===== src/rtl/mrt_pkg.sv =====
// Package with the types, codes and helpers of the mapped region table.
package mrt_pkg;
    localparam int ADDR_W = 38;
    localparam int LEN_W = 39;
    localparam int OFF_W = 32;
    localparam int FILE_W = 8;
    localparam int IDX_W = 4;
    localparam int DEF_TABLE_ENTRIES = 16;
    localparam int DEF_PAGE_BYTES = 4096;

    localparam logic [1:0] MODE_MAP = 2'd0;
    localparam logic [1:0] MODE_LOOKUP = 2'd1;
    localparam logic [1:0] MODE_UNMAP = 2'd2;

    localparam logic [2:0] ST_OK = 3'd0;
    localparam logic [2:0] ST_INVALID = 3'd1;
    localparam logic [2:0] ST_FULL = 3'd2;
    localparam logic [2:0] ST_NOT_FOUND = 3'd3;
    localparam logic [2:0] ST_HOLE = 3'd4;

    // Byte address of the ceiling register on the configuration port.
    localparam logic [2:0] REG_MAP_CEILING = 3'd0;

    typedef enum logic [2:0] {
        S_IDLE,
        S_SCAN,
        S_LAST,
        S_DECIDE,
        S_READ,
        S_APPLY
    } state_t;

    typedef struct packed {
        logic [ADDR_W-1:0] start;
        logic [LEN_W-1:0]  size;
        logic [2:0]        prot;
        logic [1:0]        flags;
        logic [FILE_W-1:0] file;
        logic [OFF_W-1:0]  offset;
    } entry_t;
endpackage


===== src/rtl/mrt_store.sv =====
// Region store: one synchronous memory with registered read and valid flops.
module mrt_store #(
    parameter int TABLE_ENTRIES = mrt_pkg::DEF_TABLE_ENTRIES,
    parameter int IW = (TABLE_ENTRIES > 1) ? $clog2(TABLE_ENTRIES) : 1
) (
    input  logic                clk,
    input  logic                rst_n,
    input  logic [IW-1:0]       raddr,
    output mrt_pkg::entry_t     rdata,
    output logic                rvalid,
    input  logic                we,
    input  logic [IW-1:0]       waddr,
    input  mrt_pkg::entry_t     wdata,
    input  logic                wvalid
);
    import mrt_pkg::*;

    entry_t mem [TABLE_ENTRIES];
    logic [TABLE_ENTRIES-1:0] valid_reg;
    entry_t rdata_reg;
    logic rvalid_reg;

    always_ff @(posedge clk)
    begin
        if (we)
        begin
            mem[waddr] <= wdata;
        end
        rdata_reg <= mem[raddr];
    end

    always_ff @(posedge clk or negedge rst_n)
    begin
        if (!rst_n)
        begin
            valid_reg <= '0;
            rvalid_reg <= 1'b0;
        end
        else
        begin
            if (we)
            begin
                valid_reg[waddr] <= wvalid;
            end
            rvalid_reg <= valid_reg[raddr];
        end
    end

    assign rdata = rdata_reg;
    assign rvalid = rvalid_reg;
endmodule


===== src/rtl/mapped_region_table.sv =====
// Top level of the mapped region table: command port, scan sequencer and config register.
// An operation is taken when start is high and busy is low; its one result appears on the
// result ports for exactly one cycle with done high, and the receiver cannot stall it.
// Every operation scans the whole table through the single read port of the region
// memory, one entry per cycle. Maps, misses and refused commands are decided after
// the scan; a lookup or unmap hit is first reread from the memory, and an unmap
// that is not a hole writes the entry back. busy is already low in the done cycle,
// so the next command may be accepted at the edge that ends it.
module mapped_region_table #(
    parameter int TABLE_ENTRIES = mrt_pkg::DEF_TABLE_ENTRIES,
    parameter int PAGE_BYTES = mrt_pkg::DEF_PAGE_BYTES
) (
    input  logic                        clk,
    input  logic                        rst_n,
    input  logic                        start,
    output logic                        busy,
    input  logic [1:0]                  mode,
    input  logic [mrt_pkg::ADDR_W-1:0]  address,
    input  logic [mrt_pkg::LEN_W-1:0]   length,
    input  logic [2:0]                  prot,
    input  logic [1:0]                  map_flags,
    input  logic [mrt_pkg::FILE_W-1:0]  file_id,
    input  logic                        file_readable,
    input  logic                        file_writable,
    input  logic [mrt_pkg::OFF_W-1:0]   file_offset,
    output logic                        done,
    output logic [2:0]                  status,
    output logic [mrt_pkg::ADDR_W-1:0]  result_address,
    output logic [mrt_pkg::LEN_W-1:0]   span_bytes,
    output logic [mrt_pkg::IDX_W-1:0]   entry_index,
    output logic [mrt_pkg::FILE_W-1:0]  region_file,
    output logic [mrt_pkg::OFF_W-1:0]   page_file_offset,
    output logic [3:0]                  page_perm,
    output logic                        entry_freed,
    input  logic                        psel,
    input  logic                        penable,
    input  logic                        pwrite,
    input  logic [2:0]                  paddr,
    input  logic [63:0]                 pwdata,
    output logic [63:0]                 prdata,
    output logic                        pready
);
    import mrt_pkg::*;

    localparam int IW = (TABLE_ENTRIES > 1) ? $clog2(TABLE_ENTRIES) : 1;
    localparam int PB = $clog2(PAGE_BYTES);
    localparam logic [IW-1:0] LAST_IDX = IW'(TABLE_ENTRIES - 1);
    localparam logic [LEN_W-1:0] ADDR_TOP = LEN_W'(1) << ADDR_W;
    localparam logic [LEN_W-1:0] PMASK = ~((LEN_W'(1) << PB) - LEN_W'(1));
    localparam logic [LEN_W-1:0] PM1 = (LEN_W'(1) << PB) - LEN_W'(1);

    // The ceiling is 39 bits wide, so the data bus is 64 bits and the register sits
    // at byte address 0.
    logic [LEN_W-1:0] ceil_reg;
    logic pwr;
    assign pwr = psel && penable && pwrite;
    assign pready = 1'b1;

    always_ff @(posedge clk or negedge rst_n)
    begin
        if (!rst_n)
        begin
            ceil_reg <= ADDR_TOP;
        end
        else if (pwr && paddr == REG_MAP_CEILING)
        begin
            ceil_reg <= pwdata[LEN_W-1:0];
        end
    end

    always_comb
    begin
        prdata = 64'd0;
        if (paddr == REG_MAP_CEILING)
        begin
            prdata = {25'd0, ceil_reg};
        end
    end

    // Operation registers.
    state_t state_reg, state_next;
    logic [1:0] mode_reg;
    logic [ADDR_W-1:0] addr_reg;
    logic [LEN_W-1:0] len_reg;
    logic [2:0] prot_reg;
    logic [1:0] flags_reg;
    logic [FILE_W-1:0] fid_reg;
    logic rd_reg, wr_reg;
    logic [OFF_W-1:0] foff_reg;
    logic [IW-1:0] scan_reg;
    logic [LEN_W-1:0] top_reg;
    logic free_found_reg, hit_reg;
    logic [IW-1:0] free_reg, hit_idx_reg;

    logic [IW-1:0] raddr;
    entry_t rdata, wdata;
    logic rvalid, we, wvalid;

    mrt_store #(
        .TABLE_ENTRIES(TABLE_ENTRIES),
        .IW(IW)
    ) u_store (
        .clk(clk),
        .rst_n(rst_n),
        .raddr(raddr),
        .rdata(rdata),
        .rvalid(rvalid),
        .we(we),
        .waddr(state_reg == S_APPLY ? hit_idx_reg : free_reg),
        .wdata(wdata),
        .wvalid(wvalid)
    );

    // Scan evaluation of the entry read in the previous cycle.
    logic [LEN_W-1:0] r_end;
    logic r_hit;
    assign r_end = {1'b0, rdata.start} + rdata.size;
    assign r_hit = rvalid && ({1'b0, addr_reg} >= {1'b0, rdata.start})
                   && ({1'b0, addr_reg} < r_end);

    // Decision values for map. The rounded size keeps its carry so that a length
    // near the top of the field cannot wrap into a small size.
    logic [LEN_W:0] sz_w;
    logic [LEN_W-1:0] sz;
    logic sz_fits;
    logic denied;
    assign sz_w = ({1'b0, len_reg} + {1'b0, PM1}) & {1'b1, PMASK};
    assign sz = sz_w[LEN_W-1:0];
    assign sz_fits = sz_w <= {1'b0, top_reg};
    assign denied = (!rd_reg && prot_reg[0]) || (!wr_reg && prot_reg[1] && !flags_reg[1]);

    // Unmap arithmetic on the reread entry.
    logic [LEN_W:0] stop;
    logic [LEN_W-1:0] al, skip, new_size;
    logic [LEN_W:0] al_w;
    logic after_s, front;
    assign stop = {2'b0, addr_reg} + {1'b0, len_reg};
    assign after_s = addr_reg > rdata.start;
    assign al_w = ({2'b0, addr_reg} + {1'b0, PM1}) & {1'b1, PMASK};
    assign al = after_s ? al_w[LEN_W-1:0] : {1'b0, addr_reg};
    assign skip = al - {1'b0, addr_reg};
    assign front = !after_s && (stop > {2'b0, rdata.start});
    assign new_size = (rdata.size > len_reg) ? rdata.size - len_reg : '0;

    logic [ADDR_W-1:0] poff_delta;
    assign poff_delta = (addr_reg - rdata.start) & PMASK[ADDR_W-1:0];

    // Result registers.
    logic done_reg;
    logic [2:0] status_reg;
    logic [ADDR_W-1:0] raddr_out_reg;
    logic [LEN_W-1:0] span_reg;
    logic [IDX_W-1:0] idx_reg;
    logic [FILE_W-1:0] rfile_reg;
    logic [OFF_W-1:0] poff_reg;
    logic [3:0] perm_reg;
    logic freed_reg;

    logic accept;
    assign accept = start && state_reg == S_IDLE;
    assign busy = state_reg != S_IDLE;

    always_comb
    begin
        state_next = state_reg;
        raddr = scan_reg;
        we = 1'b0;
        wvalid = 1'b1;
        wdata = rdata;
        unique case (state_reg)
            S_IDLE:
            begin
                if (accept)
                begin
                    state_next = S_SCAN;
                end
            end
            S_SCAN:
            begin
                if (scan_reg == LAST_IDX)
                begin
                    state_next = S_LAST;
                end
            end
            S_LAST:
            begin
                state_next = S_DECIDE;
            end
            S_DECIDE:
            begin
                raddr = hit_idx_reg;
                if (mode_reg == MODE_MAP)
                begin
                    state_next = S_IDLE;
                    wdata.start = ADDR_W'(top_reg - sz);
                    wdata.size = sz;
                    wdata.prot = prot_reg;
                    wdata.flags = flags_reg;
                    wdata.file = fid_reg;
                    wdata.offset = foff_reg;
                    we = len_reg != '0 && !denied && free_found_reg && sz_fits;
                end
                else if (hit_reg && (mode_reg == MODE_LOOKUP ||
                         (mode_reg == MODE_UNMAP && len_reg != '0)))
                begin
                    state_next = S_READ;
                end
                else
                begin
                    state_next = S_IDLE;
                end
            end
            S_READ:
            begin
                raddr = hit_idx_reg;
                state_next = S_APPLY;
            end
            S_APPLY:
            begin
                state_next = S_IDLE;
                if (mode_reg == MODE_UNMAP && !(after_s && stop < {1'b0, r_end}))
                begin
                    we = 1'b1;
                    wdata.size = new_size;
                    wvalid = new_size != '0;
                    if (front)
                    begin
                        wdata.start = stop[ADDR_W-1:0];
                        wdata.offset = rdata.offset + OFF_W'(stop - {2'b0, rdata.start});
                    end
                end
            end
            default:
            begin
                state_next = S_IDLE;
            end
        endcase
    end

    always_ff @(posedge clk or negedge rst_n)
    begin
        if (!rst_n)
        begin
            state_reg <= S_IDLE;
            done_reg <= 1'b0;
            scan_reg <= '0;
        end
        else
        begin
            state_reg <= state_next;
            done_reg <= 1'b0;
            if (accept)
            begin
                scan_reg <= '0;
            end
            else if (state_reg == S_SCAN && scan_reg != LAST_IDX)
            begin
                scan_reg <= scan_reg + IW'(1);
            end
            if ((state_reg == S_DECIDE && state_next == S_IDLE) || state_reg == S_APPLY)
            begin
                done_reg <= 1'b1;
            end
        end
    end

    always_ff @(posedge clk)
    begin
        if (accept)
        begin
            mode_reg <= mode;
            addr_reg <= address;
            len_reg <= length;
            prot_reg <= prot;
            flags_reg <= map_flags;
            fid_reg <= file_id;
            rd_reg <= file_readable;
            wr_reg <= file_writable;
            foff_reg <= file_offset;
            top_reg <= ((ceil_reg > ADDR_TOP) ? ADDR_TOP : ceil_reg) & PMASK;
            free_found_reg <= 1'b0;
            hit_reg <= 1'b0;
            free_reg <= '0;
            hit_idx_reg <= '0;
        end
        if ((state_reg == S_SCAN && scan_reg != '0) || state_reg == S_LAST)
        begin
            if (!rvalid)
            begin
                if (!free_found_reg)
                begin
                    free_found_reg <= 1'b1;
                    free_reg <= state_reg == S_LAST ? LAST_IDX : scan_reg - IW'(1);
                end
            end
            else if ({1'b0, rdata.start} < top_reg)
            begin
                top_reg <= {1'b0, rdata.start} & PMASK;
            end
            if (r_hit && !hit_reg)
            begin
                hit_reg <= 1'b1;
                hit_idx_reg <= state_reg == S_LAST ? LAST_IDX : scan_reg - IW'(1);
            end
        end
        if ((state_reg == S_DECIDE && state_next == S_IDLE) || state_reg == S_APPLY)
        begin
            status_reg <= ST_INVALID;
            raddr_out_reg <= '0;
            span_reg <= '0;
            idx_reg <= '0;
            rfile_reg <= '0;
            poff_reg <= '0;
            perm_reg <= '0;
            freed_reg <= 1'b0;
            if (state_reg == S_DECIDE)
            begin
                if (mode_reg == MODE_MAP && len_reg != '0 && !denied)
                begin
                    if (!free_found_reg)
                    begin
                        status_reg <= ST_FULL;
                    end
                    else if (sz_fits)
                    begin
                        status_reg <= ST_OK;
                        raddr_out_reg <= ADDR_W'(top_reg - sz);
                        idx_reg <= IDX_W'(free_reg);
                    end
                end
                else if (mode_reg == MODE_LOOKUP ||
                         (mode_reg == MODE_UNMAP && len_reg != '0))
                begin
                    status_reg <= ST_NOT_FOUND;
                end
            end
            else
            begin
                idx_reg <= IDX_W'(hit_idx_reg);
                rfile_reg <= rdata.file;
                if (mode_reg == MODE_LOOKUP)
                begin
                    status_reg <= ST_OK;
                    poff_reg <= rdata.offset + OFF_W'(poff_delta);
                    perm_reg <= {rdata.prot, 1'b1};
                end
                else if (after_s && stop < {1'b0, r_end})
                begin
                    status_reg <= ST_HOLE;
                end
                else
                begin
                    status_reg <= ST_OK;
                    raddr_out_reg <= al[ADDR_W-1:0];
                    span_reg <= (len_reg > skip) ? len_reg - skip : '0;
                    freed_reg <= new_size == '0;
                end
            end
        end
    end

    assign done = done_reg;
    assign status = status_reg;
    assign result_address = raddr_out_reg;
    assign span_bytes = span_reg;
    assign entry_index = idx_reg;
    assign region_file = rfile_reg;
    assign page_file_offset = poff_reg;
    assign page_perm = perm_reg;
    assign entry_freed = freed_reg;
endmodule


===== config.mk =====
export PLATFORM = sky130hd
export DESIGN_NAME = mapped_region_table
export DESIGN_NICKNAME = d
export VERILOG_FILES = /design/src/rtl/mrt_pkg.sv /design/src/rtl/mrt_store.sv /design/src/rtl/mapped_region_table.sv
export SDC_FILE = /design/constraint.sdc
export NUM_CORES = 2
export LEC_CHECK = 0
export BUFFER_PORTS_ARGS = -buffer_cell sky130_fd_sc_hd__clkbuf_2
export CORE_MARGIN = 4
export CORE_UTILIZATION = 40
export DETAILED_ROUTE_END_ITERATION = 12
export MAX_ROUTING_LAYER = met4
export PLACE_DENSITY_LB_ADDON = 0.15
export SETUP_SLACK_MARGIN = 0.05
export SYNTH_ARGS = -nofsm -noshare
export SYNTH_HDL_FRONTEND = slang
export SYNTH_SLANG_ARGS = --single-unit

===== constraint.sdc =====
create_clock -name clk -period 11.9 [get_ports clk]
set_clock_uncertainty 0.05 [all_clocks]
set_input_delay 1.785 -clock clk [delete_from_list [all_inputs] [get_ports clk]]
set_output_delay 1.785 -clock clk [all_outputs]
set_load 0.005 [all_outputs]

==> summary.txt <==
Status
  – Outcome: completed

Clocking
  – Sink Count: 2407
  – Post-CTS Setup Bufs: 0
  – Hold_buf cts: 0
  – Clk_lat worst skew: approximately 930 ps
  – CTS tree: done
  – Post_cts resized: 0
  – CTS Buf Count: about 270
  – Clock root cell: clkbuf_16
  – Clock tree buffer depth: 4
  – Clk slew on worst S/H paths: ~60 ps
  – H-tree levels: 5

Cells and area
  – Leading cell type in the layout, fill and taps excluded: edfxtp_1
  – Fin cells: 11710
  – Share of cells above drive strength 1: around a fifth
  – Max FFs per register: between 1500 and 2000
  – Design Area, Final: approximately 130000 sq um
  – Area delta synth->final: 13.80%
  – Final core area utilization: a little under half
  – Most frequent cells in the layout: 2174 x edfxtp_1, 484 x mux4_2, 473 x ha_1
  – Final #Nets: 8489

Logic synthesis
  – Mapped Area: around 110000 sq um
  – Cells after Synth: about 7300
  – Flops & latches, synth: ~2400
  – Post-synthesis async set-or-reset flop share: 2.659%
  – Synth top area share: 58.50%
  – Top post-synthesis cells by area: edfxtp_1 58%, mux4_2 9.8%, ha_1 5.3%
  – Top FF cell, synth: edfxtp_1
  – Synth Warn #: 0
  – Sequential-to-total area share from yosys stat: 62.96%
  – Syn_area_per_cell: roughly 15 sq um
  – Number of synthesized flops with an enable pin: roughly 2200
  – Yosys cell types: approximately 100
  – Synth area leader: edfxtp_1

Timing
  – Endpoints failing setup: 0
  – Final worst path period need: between 9000 and 10000 ps
  – Worst-Margin Slew: ~1300 ps
  – Rel. slew slack: a little under an eighth
  – Period utilisation layout: 82.83%
  – Final worst slack: 2044 ps
  – Setup TNS: 0 ps
  – RSZ-0062 raised after global routing: false
  – Slew Viols, Final: 0
  – Hold Violations, Final: 0
  – Fmax: roughly 100 MHz

Drt
  – Via density: between 5 and 6
  – Via count: around 68000
  – WL per Instance: just over 30 um
  – Initial drt markers: 7105
  – Final WL: around 360000 um
  – Drt first pass iters: 5
  – DRC: 0
  – Routed Antenna Nets: 0

Die
  – Die Y: ~540 um
  – Initial core utilization: 40.29%
  – Die X-Extent: around 540 um
  – Core area: between 200000 and 300000 sq um
  – FP Rows: roughly 190
  – I/O pin cnt: ~400
  – Die Area: ~290000 sq um

Worst setup path
  – WP buf/inv: 3
  – Delay-heaviest family, CP: simple AND/OR/NAND/NOR gates
  – Critical path required time: roughly 13000 ps
  – Worst path max stage delay: 680 ps
  – Critical path launch point type: register
  – Arrival time worst endpoint: between 10000 and 15000 ps
  – CP Max Fanout: 39
  – Slowest CP cell: nor4_4
  – Crit end category: register
  – Setup CP Type: register to register

Placement
  – Hpwl dp: 240300 um
  – Port bufs: 342
  – Setup slack at placement: approximately 2100 ps
  – Cells after DPL: roughly 11000
  – Placed Area: ~120000 sq um
  – Routability cong.: ~0.96

Power
  – Lkg Pwr: ~45 nW
  – Power Dens Cells: about 300 nW/um^2
  – Peak supply drop: 0.2186 mV

GRT
  – Vias in the first global route: between 60000 and 70000
  – GRT overflow: 0
  – Largest net degree at the start of global routing: around 110
  – Global-route wire length before repair: around 510000 um
  – Initial antenna violation count: 18
  – GRT Overall Usage: between 20% and 30%

Job
  – MaxCap Viol Count: 0

Worst hold path
  – HP Class: register to register
cell families after synthesis:
kind of cell    count (synthesis)  share of synthesized area (%)
fa+ha+maj                     510                          5.967
buf+inv                       592                          2.174
other cells                     2                       0.006729
mux                           696                          11.76
compound gates               1454                          8.672
flops                        2407                          62.96
xor+xnor                      288                          2.260
simple gates                 1370                          6.193
path summary, 6_finish.rpt:
check                      slack (ps)  cells past startpoint             startpoint               endpoint
max reg2reg                      2040                     31     u_store.rdata[117]         span_bytes[11]
min reg2reg                       430                      1  u_store.valid_reg[15]  u_store.valid_reg[15]
max                              2040                     31     u_store.rdata[117]         span_bytes[11]
min in group asynchronous        1030                      1                  rst_n            ceil_reg[1]
min                               430                      1  u_store.valid_reg[15]  u_store.valid_reg[15]
max in group asynchronous       10100                      1                  rst_n            scan_reg[2]
Yosys cell counts (14+ instances only):
library cell	n
mux2_2	43
o31ai_1	23
ha_1	473
o21bai_1	42
nor4_1	40
a22oi_1	69
a211oi_1	156
inv_1	264
fa_1	37
mux4_2	484
nand2_1	289
o22ai_1	18
buf_4	34
xnor2_1	188
dfxtp_1	169
o21ai_1	30
nor2b_1	168
and3_1	33
buf_2	37
and2_1	76
nand3_1	88
xor2_1	100
mux2i_1	157
edfxtp_1	2174
a21oi_1	429
a221o_1	44
a211o_1	21
dfrtp_1	63
o21ai_0	211
nand2b_1	61
a31oi_1	28
buf_1	59
nor2_1	330
o211ai_1	26
nor3_1	110
o21a_1	41
a22o_1	14
a21o_1	174
nand4_1	81
or3_1	24
clkbuf_1	192
stage by stage:
stage                     power [mW]  hold slack [ps]
final                          38.10            430.4
after global routing           40.22            451.1
after CTS                      38.13            429.6
after detailed placement       29.76            420.0
after global placement         29.67            415.0
after floorplan                23.62            393.9
layer usage:
| layer | wire length (um) | part of all wire (%) | track usage, % |
|---|---|---|---|
| met5 | 0 | 0 | - |
| met4 | 11160 | 3.1 | 7.104 |
| met3 | 25370 | 7.0 | 3.876 |
| met2 | 164000 | 45 | 38.35 |
| met1 | 162700 | 45 | 36.11 |
cell type report:
type                    instances  area (sq um)
fillers                     24310        150000
inverters                     266          1003
multi-input cells            4344         39260
flip-flops and latches       2407         70270
clock buffers                 352          7358
well taps                    3705          4636
repair buffers                493          3048
clock inverters               134          1415
diodes                          5         12.51
power breakdown:
group | internal, mW | switching (mW) | total [mW]
Clock | 4.81 | 3.44 | 8.25
Combinational | 6.88 | 11.3 | 18.2
Sequential | 10.8 | 0.855 | 11.7
worst register-to-register path: cells and delay by family (launching register included):
kind | cells | cell delay, ps
xor gates and xnor gates | 2 | 500
buffers and inverters | 3 | 550
and+or+nand+nor | 11 | 3650
DFF | 1 | 440
AOI/OAI and AO/OA | 12 | 3320
adders and majority gates | 3 | 1150
Note: power is estimated with default switching activity, not from simulation.
